`config.mk`:
```
export PLATFORM = sky130hd
export DESIGN_NAME = nmea_gll_position_extractor_flat
export DESIGN_NICKNAME = d
export VERILOG_FILES = /design/src/rtl/nmea_pkg.sv /design/src/rtl/nmea_if.sv /design/src/rtl/nmea_field_store.sv /design/src/rtl/nmea_gll_position_extractor.sv /design/src/flat_wrapper.sv
export SDC_FILE = /design/constraint.sdc
export NUM_CORES = 1
export LEC_CHECK = 0
export ABC_AREA = 0
export BUFFER_PORTS_ARGS = -buffer_cell sky130_fd_sc_hd__buf_2
export CELL_PAD_IN_SITES_DETAIL_PLACEMENT = 0
export CELL_PAD_IN_SITES_GLOBAL_PLACEMENT = 1
export CORE_ASPECT_RATIO = 1.5
export CORE_MARGIN = 8
export CORE_UTILIZATION = 43
export DETAILED_ROUTE_END_ITERATION = 8
export HOLD_SLACK_MARGIN = 0.08
export PLACE_DENSITY_LB_ADDON = 0.2
export RECOVER_POWER = 25
export SYNTH_ARGS = -nofsm -noshare
export SYNTH_HDL_FRONTEND = slang
export SYNTH_SLANG_ARGS = --single-unit
```
`constraint.sdc`:
```
create_clock -name i_clk -period 8.8 [get_ports i_clk]
set_input_delay 1.76 -clock i_clk [delete_from_list [all_inputs] [get_ports i_clk]]
set_output_delay 1.76 -clock i_clk [all_outputs]
set_load 0.02 [all_outputs]
```
`src/rtl/nmea_pkg.sv`:
```
// Shared constants for the NMEA position extractor.
`default_nettype none
package nmea_pkg;

    // Sentence scan limits
    localparam int unsigned SCAN_LIMIT  = 40;
    localparam int unsigned FIELD_BYTES = 16;
    localparam int unsigned STORE_DEPTH = 16;

    // Widths
    localparam int unsigned POS_W   = 6;
    localparam int unsigned COMMA_W = 3;
    localparam int unsigned CNT_W   = 5;
    localparam int unsigned IDX_W   = 4;
    localparam int unsigned CHAR_W  = 8;
    localparam int unsigned WORD_W  = 64;
    localparam int unsigned FIELD_W = STORE_DEPTH * CHAR_W;

    // Character codes
    localparam logic [CHAR_W-1:0] CH_START  = 8'h24;
    localparam logic [CHAR_W-1:0] CH_LF     = 8'h0A;
    localparam logic [CHAR_W-1:0] CH_COMMA  = 8'h2C;
    localparam logic [CHAR_W-1:0] TYPE_RST  = 8'h4C;

    // Position codes
    localparam logic [POS_W-1:0]   POS_TYPE  = 6'd4;
    localparam logic [POS_W-1:0]   POS_MAX   = 6'd63;
    localparam logic [POS_W-1:0]   POS_SCAN  = POS_W'(SCAN_LIMIT);
    localparam logic [COMMA_W-1:0] COMMA_LAT = 3'd1;
    localparam logic [COMMA_W-1:0] COMMA_LON = 3'd3;
    localparam logic [COMMA_W-1:0] COMMA_ALL = 3'd4;

endpackage : nmea_pkg
`default_nettype wire

```
`src/rtl/nmea_if.sv`:
```
// Channel interfaces: received byte, position result and type register write.
`default_nettype none
interface nmea_rx_if;
    import nmea_pkg::*;
    logic              valid;
    logic              ready;
    logic [CHAR_W-1:0] rx_byte;
    modport source (output valid, output rx_byte, input ready);
    modport sink   (input valid, input rx_byte, output ready);
endinterface : nmea_rx_if

interface nmea_pos_if;
    import nmea_pkg::*;
    logic              valid;
    logic              ready;
    logic [WORD_W-1:0] lat_chars_lo;
    logic [WORD_W-1:0] lat_chars_hi;
    logic [WORD_W-1:0] lon_chars_lo;
    logic [WORD_W-1:0] lon_chars_hi;
    logic [CNT_W-1:0]  lat_length;
    logic [CNT_W-1:0]  lon_length;
    logic              truncated;
    modport source (output valid, output lat_chars_lo, output lat_chars_hi,
                    output lon_chars_lo, output lon_chars_hi, output lat_length,
                    output lon_length, output truncated, input ready);
    modport sink   (input valid, input lat_chars_lo, input lat_chars_hi,
                    input lon_chars_lo, input lon_chars_hi, input lat_length,
                    input lon_length, input truncated, output ready);
endinterface : nmea_pos_if

interface nmea_cfg_if;
    import nmea_pkg::*;
    logic              valid;
    logic              ready;
    logic [CHAR_W-1:0] type_char;
    modport source (output valid, output type_char, input ready);
    modport sink   (input valid, input type_char, output ready);
endinterface : nmea_cfg_if
`default_nettype wire

```
`src/rtl/nmea_field_store.sv`:
```
// Capture store for one sentence field: sequential writes, zero-padded read-out.
`default_nettype none
module nmea_field_store (
    input  logic                         i_clk,
    input  logic                         i_rst_n,
    input  logic                         i_clear,
    input  logic                         i_wr,
    input  logic [nmea_pkg::CHAR_W-1:0]  i_ch,
    output logic [nmea_pkg::FIELD_W-1:0] o_chars,
    output logic [nmea_pkg::CNT_W-1:0]   o_count,
    output logic                         o_drop
);
    import nmea_pkg::*;

    logic [CHAR_W-1:0] r_mem [STORE_DEPTH];
    logic [CNT_W-1:0]  r_count;
    logic [CNT_W-1:0]  n_count;
    logic              room;

    assign room   = r_count < CNT_W'(FIELD_BYTES);
    assign o_drop = i_wr && !room;

    // Write the next character at the fill point
    always_ff @(posedge i_clk) begin
        if (i_wr && room) begin
            r_mem[r_count[IDX_W-1:0]] <= i_ch;
        end
    end

    // Advance the fill count, drop it at sentence start
    always_comb begin
        n_count = r_count;
        if (i_clear) begin
            n_count = '0;
        end else if (i_wr && room) begin
            n_count = r_count + CNT_W'(1);
        end
    end

    always_ff @(posedge i_clk) begin
        if (!i_rst_n) begin
            r_count <= '0;
        end else begin
            r_count <= n_count;
        end
    end

    // Show only filled slots; the rest read as zero
    for (genvar k = 0; k < STORE_DEPTH; k++) begin : g_slot
        assign o_chars[k*CHAR_W +: CHAR_W] = (CNT_W'(k) < r_count) ? r_mem[k] : '0;
    end

    assign o_count = r_count;

`ifndef SYNTH
    a_count_bound: assert property (@(posedge i_clk) disable iff (!i_rst_n)
        r_count <= CNT_W'(FIELD_BYTES))
        else $error("field store fill count beyond field size");
`endif

endmodule : nmea_field_store
`default_nettype wire

```
`src/rtl/nmea_gll_position_extractor.sv`:
```
// Top level: NMEA sentence parser that extracts latitude and longitude fields.
//
// Usage:
//   i_rx  : one received byte per beat. Bytes outside a sentence are dropped
//           until '$' opens one; a line feed closes it.
//   o_pos : one beat per sentence whose position 4 equals the type register
//           and which holds four commas within its first 40 positions. The
//           beat carries both fields zero-padded, their lengths and a flag
//           for a field cut at 16 characters.
//   i_cfg : writes the type register (reset 'L'); always ready. Write it
//           only while no byte is in flight.
// Timing: a byte passes an input register and is parsed from there; the
//   result beat is registered once its closing line feed is parsed.
//   One byte is taken every cycle while no line feed stalls (see Stall).
// Stall: a line feed that completes a sentence waits in the input register
//   while the previous result beat is still held; all other bytes flow on.
//   No further byte is taken until the held result beat is accepted.
// Reset: clears all control state, closes any open sentence, drops any
//   pending result and sets the type register to 'L'.
`default_nettype none
module nmea_gll_position_extractor (
    input  logic       i_clk,
    input  logic       i_rst_n,
    nmea_rx_if.sink    i_rx,
    nmea_cfg_if.sink   i_cfg,
    nmea_pos_if.source o_pos
);
    import nmea_pkg::*;

    // Input register
    logic              r_in_vld;
    logic [CHAR_W-1:0] r_in_byte;

    // Parser state
    logic               r_in_sent;
    logic [POS_W-1:0]   r_pos;
    logic [COMMA_W-1:0] r_commas;
    logic               r_match;
    logic               r_ovf;
    logic [CHAR_W-1:0]  r_type_char;

    // Result register
    logic               r_out_vld;
    logic [FIELD_W-1:0] r_lat_chars;
    logic [FIELD_W-1:0] r_lon_chars;
    logic [CNT_W-1:0]   r_lat_len;
    logic [CNT_W-1:0]   r_lon_len;
    logic               r_trunc;

    logic               n_in_sent;
    logic [POS_W-1:0]   n_pos;
    logic [COMMA_W-1:0] n_commas;
    logic               n_match;
    logic               n_ovf;

    logic               match_now;
    logic               hit;
    logic               go;
    logic               scan;
    logic               start;
    logic               wr_lat;
    logic               wr_lon;
    logic               drop_lat;
    logic               drop_lon;
    logic [FIELD_W-1:0] lat_chars;
    logic [FIELD_W-1:0] lon_chars;
    logic [CNT_W-1:0]   lat_len;
    logic [CNT_W-1:0]   lon_len;

    // Decide whether the held byte closes a valid sentence
    assign match_now = r_match || (r_pos == POS_TYPE && r_in_byte == r_type_char);
    assign hit = r_in_vld && r_in_sent && r_in_byte == CH_LF && match_now
              && r_commas == COMMA_ALL;

    // Advance unless a result must wait for the held beat
    assign go = r_in_vld && (!hit || !r_out_vld || o_pos.ready);
    assign i_rx.ready  = !r_in_vld || go;
    assign i_cfg.ready = 1'b1;

    assign start = go && !r_in_sent && r_in_byte == CH_START;
    assign scan  = r_pos < POS_SCAN && r_commas < COMMA_ALL;
    assign wr_lat = go && r_in_sent && scan && r_in_byte != CH_COMMA
                 && r_in_byte != CH_LF && r_commas == COMMA_LAT;
    assign wr_lon = go && r_in_sent && scan && r_in_byte != CH_COMMA
                 && r_in_byte != CH_LF && r_commas == COMMA_LON;

    // Next parser state
    always_comb begin
        n_in_sent = r_in_sent;
        n_pos     = r_pos;
        n_commas  = r_commas;
        n_match   = r_match;
        n_ovf     = r_ovf;
        if (start) begin
            n_in_sent = 1'b1;
            n_pos     = '0;
            n_commas  = '0;
            n_match   = 1'b0;
            n_ovf     = 1'b0;
        end else if (go && r_in_sent) begin
            n_match = match_now;
            if (scan && r_in_byte == CH_COMMA) begin
                n_commas = r_commas + COMMA_W'(1);
            end
            if (r_pos < POS_MAX) begin
                n_pos = r_pos + POS_W'(1);
            end
            n_ovf = r_ovf || drop_lat || drop_lon;
            if (r_in_byte == CH_LF) begin
                n_in_sent = 1'b0;
            end
        end
    end

    nmea_field_store u_lat (
        .i_clk   (i_clk),
        .i_rst_n (i_rst_n),
        .i_clear (start),
        .i_wr    (wr_lat),
        .i_ch    (r_in_byte),
        .o_chars (lat_chars),
        .o_count (lat_len),
        .o_drop  (drop_lat)
    );

    nmea_field_store u_lon (
        .i_clk   (i_clk),
        .i_rst_n (i_rst_n),
        .i_clear (start),
        .i_wr    (wr_lon),
        .i_ch    (r_in_byte),
        .o_chars (lon_chars),
        .o_count (lon_len),
        .o_drop  (drop_lon)
    );

    // Control registers
    always_ff @(posedge i_clk) begin
        if (!i_rst_n) begin
            r_in_vld    <= 1'b0;
            r_in_sent   <= 1'b0;
            r_pos       <= '0;
            r_commas    <= '0;
            r_match     <= 1'b0;
            r_ovf       <= 1'b0;
            r_type_char <= TYPE_RST;
            r_out_vld   <= 1'b0;
        end else begin
            if (i_rx.ready) begin
                r_in_vld <= i_rx.valid;
            end
            r_in_sent <= n_in_sent;
            r_pos     <= n_pos;
            r_commas  <= n_commas;
            r_match   <= n_match;
            r_ovf     <= n_ovf;
            if (i_cfg.valid) begin
                r_type_char <= i_cfg.type_char;
            end
            if (go && hit) begin
                r_out_vld <= 1'b1;
            end else if (o_pos.ready) begin
                r_out_vld <= 1'b0;
            end
        end
    end

    // Payload registers
    always_ff @(posedge i_clk) begin
        if (i_rx.ready && i_rx.valid) begin
            r_in_byte <= i_rx.rx_byte;
        end
        if (go && hit) begin
            r_lat_chars <= lat_chars;
            r_lon_chars <= lon_chars;
            r_lat_len   <= lat_len;
            r_lon_len   <= lon_len;
            r_trunc     <= r_ovf;
        end
    end

    assign o_pos.valid        = r_out_vld;
    assign o_pos.lat_chars_lo = r_lat_chars[WORD_W-1:0];
    assign o_pos.lat_chars_hi = r_lat_chars[FIELD_W-1:WORD_W];
    assign o_pos.lon_chars_lo = r_lon_chars[WORD_W-1:0];
    assign o_pos.lon_chars_hi = r_lon_chars[FIELD_W-1:WORD_W];
    assign o_pos.lat_length   = r_lat_len;
    assign o_pos.lon_length   = r_lon_len;
    assign o_pos.truncated    = r_trunc;

`ifndef SYNTH
    a_comma_bound: assert property (@(posedge i_clk) disable iff (!i_rst_n)
        r_commas <= COMMA_ALL)
        else $error("comma count beyond four");

    a_no_overwrite: assert property (@(posedge i_clk) disable iff (!i_rst_n)
        (r_out_vld && !o_pos.ready) |-> !(go && hit))
        else $error("result overwritten while held");

    a_result_on_lf: assert property (@(posedge i_clk) disable iff (!i_rst_n)
        (go && hit) |=> (!r_in_sent && r_out_vld))
        else $error("result without sentence close");

    a_start_clean: assert property (@(posedge i_clk) disable iff (!i_rst_n)
        start |=> (r_pos == '0 && r_commas == '0 && lat_len == '0 && lon_len == '0))
        else $error("sentence start left stale state");
`endif

endmodule : nmea_gll_position_extractor
`default_nettype wire
```
`src/flat_wrapper.sv`:
```
// flat-port wrapper written by rule: the top's interface ports become plain ports
module nmea_gll_position_extractor_flat import nmea_pkg::*;
  (i_clk, i_rst_n, i_rx_valid, i_rx_rx_byte, i_rx_ready, i_cfg_valid, i_cfg_type_char, i_cfg_ready, o_pos_valid, o_pos_lat_chars_lo, o_pos_lat_chars_hi, o_pos_lon_chars_lo, o_pos_lon_chars_hi, o_pos_lat_length, o_pos_lon_length, o_pos_truncated, o_pos_ready);
  nmea_rx_if i_rx_i ();
  nmea_cfg_if i_cfg_i ();
  nmea_pos_if o_pos_i ();
  input  logic i_clk;
  input  logic i_rst_n;
  input wire logic [$bits(i_rx_i.valid)-1:0] i_rx_valid;
  input wire logic [$bits(i_rx_i.rx_byte)-1:0] i_rx_rx_byte;
  output wire logic [$bits(i_rx_i.ready)-1:0] i_rx_ready;
  input wire logic [$bits(i_cfg_i.valid)-1:0] i_cfg_valid;
  input wire logic [$bits(i_cfg_i.type_char)-1:0] i_cfg_type_char;
  output wire logic [$bits(i_cfg_i.ready)-1:0] i_cfg_ready;
  output wire logic [$bits(o_pos_i.valid)-1:0] o_pos_valid;
  output wire logic [$bits(o_pos_i.lat_chars_lo)-1:0] o_pos_lat_chars_lo;
  output wire logic [$bits(o_pos_i.lat_chars_hi)-1:0] o_pos_lat_chars_hi;
  output wire logic [$bits(o_pos_i.lon_chars_lo)-1:0] o_pos_lon_chars_lo;
  output wire logic [$bits(o_pos_i.lon_chars_hi)-1:0] o_pos_lon_chars_hi;
  output wire logic [$bits(o_pos_i.lat_length)-1:0] o_pos_lat_length;
  output wire logic [$bits(o_pos_i.lon_length)-1:0] o_pos_lon_length;
  output wire logic [$bits(o_pos_i.truncated)-1:0] o_pos_truncated;
  input wire logic [$bits(o_pos_i.ready)-1:0] o_pos_ready;
  assign i_rx_i.valid = i_rx_valid;
  assign i_rx_i.rx_byte = i_rx_rx_byte;
  assign i_rx_ready = i_rx_i.ready;
  assign i_cfg_i.valid = i_cfg_valid;
  assign i_cfg_i.type_char = i_cfg_type_char;
  assign i_cfg_ready = i_cfg_i.ready;
  assign o_pos_valid = o_pos_i.valid;
  assign o_pos_lat_chars_lo = o_pos_i.lat_chars_lo;
  assign o_pos_lat_chars_hi = o_pos_i.lat_chars_hi;
  assign o_pos_lon_chars_lo = o_pos_i.lon_chars_lo;
  assign o_pos_lon_chars_hi = o_pos_i.lon_chars_hi;
  assign o_pos_lat_length = o_pos_i.lat_length;
  assign o_pos_lon_length = o_pos_i.lon_length;
  assign o_pos_truncated = o_pos_i.truncated;
  assign o_pos_i.ready = o_pos_ready;
  nmea_gll_position_extractor u_core (.i_clk(i_clk), .i_rst_n(i_rst_n), .i_rx(i_rx_i), .i_cfg(i_cfg_i), .o_pos(o_pos_i));
endmodule
```
### Word-level counts from Yosys, hierarchy flattened

Memories as Yosys holds them, arrays and structs flattened. A register that Yosys moved wholly into a read port is not among the register bits.
Index checks and enable logic that the tools add are counted.

| word-level totals | value |
|---|---|
| register bits | 51 |
| logic and storage cells | 150 |
| memory bits (writable) | 256 |
| memories kept | 2 |
| bits of input ports | 21 |

| operators by class | value |
|---|---|
| add/subtract/negate cells | 4 |
| multiplexer cells | 9 |
| equal/unequal tests | 10 |
| $lt $le $gt $ge | 37 |
| bitwise logic cells | 1 |
| reduce and logical (&&, ||, !) cells | 73 |

Memory list:

| memory | depth | bits a word | read ports | clocked after Yosys merged registers in | write ports | line | RTL |
|---|---|---|---|---|---|---|---|
| u_core.u_lat.r_mem | 16 | 8 | 16 | 16 | 1 | nmea_field_store.sv:15 | `logic [CHAR_W-1:0] r_mem [STORE_DEPTH];` |
| u_core.u_lon.r_mem | 16 | 8 | 16 | 16 | 1 | nmea_field_store.sv:15 |  |

Operators by type and width:

| cell | number |
|---|---|
| $lt A4 B5 Y1 const A | 16 |
| $lt A3 B5 Y1 const A | 8 |
| $logic_not A1 Y1 | 38 |
| $logic_and A1 B1 Y1 | 22 |
| $lt A1 B5 Y1 const A | 4 |
| $lt A2 B5 Y1 const A | 4 |
| $eq A8 B6 Y1 const B | 2 |
| $lt A6 B6 Y1 const B | 2 |
| $add A5 B1 Y5 const B | 2 |
| $lt A5 B5 Y1 const B | 2 |
| $mux W1 | 9 |
| $eq A8 B4 Y1 const B | 1 |
| $eq A8 B8 Y1 | 1 |
| $ne A8 B4 Y1 const B | 1 |
| $ne A8 B6 Y1 const B | 1 |
| $add A6 B1 Y6 const B | 1 |
| $eq A6 B3 Y1 const B | 1 |
| $logic_or A1 B1 Y1 | 6 |
| $reduce_and A2 Y1 | 3 |
| $reduce_bool A2 Y1 | 3 |
| $add A3 B1 Y3 const B | 1 |
| $eq A3 B1 Y1 const B | 1 |
| $eq A3 B2 Y1 const B | 1 |
| $eq A3 B3 Y1 const B | 1 |
| other kinds (3) | 3 |

### Longest topological paths before layout

| logic depth | value |
|---|---|
| depth after elaboration | 17 |
| depth in mapped cells | 8 |
| depth with buffers taken out | 8 |

### By module

A second synthesis with hierarchy kept.

| second synthesis, totals | value |
|---|---|
| cells, all modules | 1080 |
| area, all modules | 20045.5 um^2 |

Modules (own cells, without submodules):

| module | seq. area each (um^2) | instances | cells an instance | area each (um^2) |
|---|---|---|---|---|
| nmea_gll_position_extractor | 8698.3 | 1 | 416 | 9491.6 |
| nmea_field_store at u_core.u_lat | 3943.8 | 1 | 332 | 5277.6 |
| nmea_field_store at u_core.u_lon | 3943.8 | 1 | 332 | 5276.3 |

### Worst setup path after synthesis

OpenSTA, ideal clock, no wires.

| timing | value |
|---|---|
| path kind | input to register |
| start point | in o_pos_ready |
| end point | reg u_core.r_lat_len[0] (netlist: u_core.o_pos.lat_length[0]) (enable) |
| required time | 8.136 ns |
| stages | 2 |
| data arrival time | 7.987 ns |
| path slack | 0.149 ns |
| library setup time | 0.664 ns |
| cell sequence | nand2b_1 > and3_1 |

| between the ends | value |
|---|---|
| cells in the longest elaborated chain, start to end | 3 |

Ends and longest elaborated chain:

| what | line | RTL |
|---|---|---|
| start, declared | flat_wrapper.sv:23 | `input wire logic [$bits(o_pos_i.ready)-1:0] o_pos_ready;` |
| $logic_or A1 B1 Y1 | nmea_gll_position_extractor.sv:76 | `assign go = r_in_vld && (!hit \|\| !r_out_vld \|\| o_pos.ready);` |
| $logic_and A1 B1 Y1 | nmea_gll_position_extractor.sv:76 |  |
| $logic_and A1 B1 Y1 | nmea_gll_position_extractor.sv:173 | `if (go && hit) begin` |
| end signal, assigned | nmea_gll_position_extractor.sv:176 | `r_lat_len <= lat_len;` |
| end, declared | nmea_gll_position_extractor.sv:46 | `logic [CNT_W-1:0] r_lat_len;` |

No other way between the ends.
A chain may end at the register's enable or synchronous reset.

### Worst setup path after layout

| timing | value |
|---|---|
| start point | reg u_core.r_in_byte[1] |
| end point | out i_rx_ready |

| between the ends | value |
|---|---|
| cells in the longest elaborated chain, start to end | 10 |

Ends and longest elaborated chain:

| what | line | RTL |
|---|---|---|
| start, declared | nmea_gll_position_extractor.sv:32 | `logic [CHAR_W-1:0] r_in_byte;` |
| start signal, assigned | nmea_gll_position_extractor.sv:171 | `r_in_byte <= i_rx.rx_byte;` |
| $eq A8 B8 Y1 | nmea_gll_position_extractor.sv:71 | `assign match_now = r_match \|\| (r_pos == POS_TYPE && r_in_byte == r_type_char);` |
| $logic_and A1 B1 Y1 | nmea_gll_position_extractor.sv:71 |  |
| $logic_or A1 B1 Y1 | nmea_gll_position_extractor.sv:71 |  |
| $logic_and A1 B1 Y1 (*) | nmea_gll_position_extractor.sv:72 | `assign hit = r_in_vld && r_in_sent && r_in_byte == CH_LF && match_now` |
| $logic_and A1 B1 Y1 (*) | nmea_gll_position_extractor.sv:73 | `&& r_commas == COMMA_ALL;` |
| $logic_not A1 Y1 (*) | nmea_gll_position_extractor.sv:76 |  |
| $logic_or A1 B1 Y1 (*) (2 in series) | nmea_gll_position_extractor.sv:76 |  |
| $logic_and A1 B1 Y1 (*) | nmea_gll_position_extractor.sv:76 |  |
| $logic_or A1 B1 Y1 (*) | nmea_gll_position_extractor.sv:77 | `assign i_rx.ready = !r_in_vld \|\| go;` |
| end, declared | flat_wrapper.sv:11 | `output wire logic [$bits(i_rx_i.ready)-1:0] i_rx_ready;` |

Mark *: on every way between the ends. The rest lies on a longest branch, timed or not.

==> impl_metrics.py <==
metrics = {
    "pwr": {
        "pwr-share-seq": 0.564,
        "power_density_mw_per_mm2": 219.9,
        "intPower_w": 0.004222,
        "power_frac_comb": 0.012,
        "p_switching_w": 0.0009699,
        "p_clk_frac": 0.424,
        "vdd_drop_max_uv": 134.2,
        "p_sw_frac": 0.1868,
        "leakage_nw": 9.070,
    },
    "sta": {
        "period_share": 0.6524,
        "tightest_slew_ns": 2.317,
        "rsz0062_at_grt": "false",
        "worst_hold_slack_ns": 0.4676,
        "drv_slew": 211,
        "hold_violations": 0,
        "setup_viol": 0,
        "fin_skew_ns": 0.01078,
        "fin_crit_ns": 5.741,
        "finalSetupTns_ns": 0,
        "max_freq_ghz": 0.1742,
        "relSlewSlack": -0.5447,
    },
    "global_route": {
        "grt_pass1_wl_mm": 65.43,
        "met2_usage": 0.2871,
        "gr-usage-all-layers": 0.1643,
        "grt.busiest_layer": "met2",
        "met1_usage": 0.2019,
        "grt_overflow_total": 0,
        "grt_max_degree": 126,
        "grt_pass1_vias": 10330,
        "met3_usage": 0.03259,
        "antenna_found_initial": 1,
    },
    "cts": {
        "htree_levels": 2,
        "clk_path_buf_depth": 3,
        "clk_latency_ns": 0.57,
        "clock_sinks": 563,
        "cts_setup_buffers": 0,
        "cts_buffers": 50,
        "cts_resized": 0,
        "clk_pin_slew_ns": 0.06,
        "ctsHoldBuffers": 0,
        "cts_root_buffer": "clkbuf_16",
        "cts_tree": "yes",
    },
    "min_path": {
        "min_path_type": "reg2reg",
    },
    "setup_path": {
        "critPathRequiredTime_ns": 7.04,
        "slowest_delay_ns": 1.56,
        "crit_type": "reg2out",
        "worst-path-buf-inv": 2,
        "start_kind": "flip-flop",
        "cpLargestDelayFamily": "buffers and inverters",
        "crit_path_end_kind": "primary output",
        "crit_path_top_delay_cell": "clkbuf_1",
        "arrival_ns": 3.98,
        "crit_path_max_fanout": 35,
        "path_cells": "clkbuf_1 > or3b_2 > nor4_2 > and2b_4 > nand2_2 > buf_2",
    },
    "synth": {
        "synthCells": 1076,
        "syn_area_mm2": 0.01979,
        "avgSynthCellArea_um2": 18.39,
        "yosysTopAreaCell": "edfxtp_1",
        "yosys_warnings": 0,
        "ys_seq_area_frac": 0.8383,
        "synth-edff-count": 531,
        "synth_top_area_frac": 0.8059,
        "yosys-top-cells-area": "edfxtp_1 (81%), nor2b_1 (6.2%), dfxtp_1 (3.2%)",
        "ys_ff_latch": 563,
        "synth-main-ff-cell": "edfxtp_1",
        "syn_nets": 1111,
        "synth_cell_type_count": 52,
        "async_reset_ff_frac": 0,
    },
    "detailed_routing": {
        "vias_per_cell": 4.807,
        "vias": 9801,
        "ant_nets": 0,
        "drt-wirelength-per-cell_um": 21.77,
        "finalWirelength_mm": 44.40,
        "drtIter0Drc": 636,
        "drc_errors": 0,
        "drtPass1Iterations": 5,
    },
    "run_status": {
        "violations": "max-capacitance violations, max-slew violations",
        "status": "finished, violations left",
    },
    "floorplanning": {
        "die_width_um": 191.1,
        "start_util": 0.4335,
        "die_h_um": 278.7,
        "rows": 96,
        "io_pins": 291,
        "die_area_mm2": 0.05327,
        "coreArea_mm2": 0.04564,
    },
    "final_layout": {
        "num_antenna_cells": 0,
        "layout.nets": 1444,
        "area.growth.synth_to_final_pct": 19.34,
        "final_layout_size_suffix_gt1_frac": 0.2605,
    },
    "run": {
        "max_cap_viol_count": 6,
    },
    "placement": {
        "portBuffers": 289,
        "dp_hpwl_mm": 29.59,
        "gp_congestion": 0.7545,
    },
}
power by group through the flow:
stage                logic, W  registers, W  clock network [W]
floorplan           0.0000155       0.00300                  0
global placement    0.0000644       0.00299                  0
detailed placement  0.0000655       0.00299                  0
CTS                 0.0000654       0.00293            0.00225
global route        0.0000658       0.00293            0.00235
finish              0.0000598       0.00293            0.00220
placed cells by master (no fill, tap or decap), types with 2 or more instances in the layout:
cell / count
a211oi_1: 2
a21boi_0: 2
a21o_1: 3
a21oi_1: 18
a31oi_1: 5
and2_0: 24
and2_1: 42
and2b_1: 3
and3_1: 3
buf_2: 287
bufinv_16: 6
clkbuf_1: 31
clkbuf_16: 53
clkinv_1: 6
clkinv_2: 10
dfxtp_1: 32
edfxtp_1: 531
ha_1: 14
inv_1: 13
mux2i_1: 11
nand2_1: 20
nand2b_1: 8
nand3_1: 2
nand4_1: 7
nor2_1: 56
nor2b_1: 195
nor3_1: 11
nor3_2: 2
nor4_2: 2
o21a_1: 3
o21ai_0: 4
or3_1: 2
or3b_2: 2
or4_4: 2
xnor2_1: 13
xor2_1: 4
per-layer routing:
metal  wire length (µm)  share of wire
met1              17890           0.40
met2              22990           0.52
met3               2410          0.054
met4               1112          0.025
met5                  0              0
worst paths after layout:
check / from / end / slack (ns) / depth (start not counted)
worst max-delay path: u_core.r_in_byte[1] / i_rx_ready / 3.06 / 6
worst min register to register: u_core.r_match / u_core.r_match / 0.47 / 2
worst min-delay path: u_core.r_match / u_core.r_match / 0.47 / 2
worst max register to register: u_core.r_in_byte[3] / u_core.r_lat_chars[5] / 3.82 / 6
worst register-to-register path: cells and delay by family, from the launching register on:
kind | cells | cell delay (ns)
AO/OA/AOI/OAI | 1 | 0.42
buffers and inverters | 2 | 2.60
XOR/XNOR | 1 | 0.23
AND/OR/NAND/NOR | 2 | 0.98
flip-flops | 1 | 0.32
registers in the layout, summed over array words and instances (netlist names):
register	flops
u_core.r_lat_chars	128
u_core.r_lon_chars	128
u_core.u_lat.r_mem	128
u_core.u_lon.r_mem	128
u_core.r_in_byte	8
u_core.r_type_char	8
u_core.r_pos	6
u_core.o_pos.lat_length	5
u_core.o_pos.lon_length	5
u_core.u_lat.o_count	5
u_core.u_lon.o_count	5
u_core.r_commas	3
u_core.o_pos.truncated	1
u_core.o_pos.valid	1
u_core.r_in_sent	1
u_core.r_in_vld	1
u_core.r_match	1
u_core.r_ovf	1
area by class of cell:
class	count	area, µm²
inverters	13	48.80
multi-input cells	478	3062
clock buffers	71	1404
fillers	3824	22030
well taps	588	735.7
flip-flops and latches	563	16590
repair buffers	303	1516
clock inverters	23	260.3
synth_stat cells (all sizes together) (2+ instances only):
library cell	n
a31oi	5
or3	2
or4	3
o21ai	4
edfxtp	531
nand4	7
or3b	2
dfxtp	32
clkbuf	15
nor2	56
and2b	4
and3	4
a21boi	2
a21oi	18
nand3	2
nand2	21
and2	67
inv	13
or2	2
nor3	13
nor2b	195
nand2b	8
a21o	3
buf	7
a211oi	4
ha	14
o21a	3
xor2	4
nor4	3
mux2i	11
xnor2	13
cells by family after synthesis:
| kind of cell | after synthesis | share of synthesized area |
|---|---|---|
| buf+inv | 35 | 0.007525 |
| flops | 563 | 0.8383 |
| xor+xnor | 17 | 0.007525 |
| simple gates | 392 | 0.1170 |
| compound gates | 43 | 0.01505 |
| fa+ha+maj | 14 | 0.008854 |
| other cells | 1 | 0.0001895 |
| mux | 11 | 0.005565 |
through the flow:
stage	area, µm²	cells	total power, W	utilization	worst slack, ns
final	23610	2039	0.005192	0.5173	3.059
after global routing	23610	2039	0.005346	0.5173	2.848
after CTS	23660	2039	0.005238	0.5184	3.748
after detailed placement	22000	1945	0.003051	0.4819	4.363
after global placement	22000	1945	0.003049	0.4819	4.389
after floorplan	19790	1076	0.003011	-	0.1487
(Power assumes the default switching activity.)
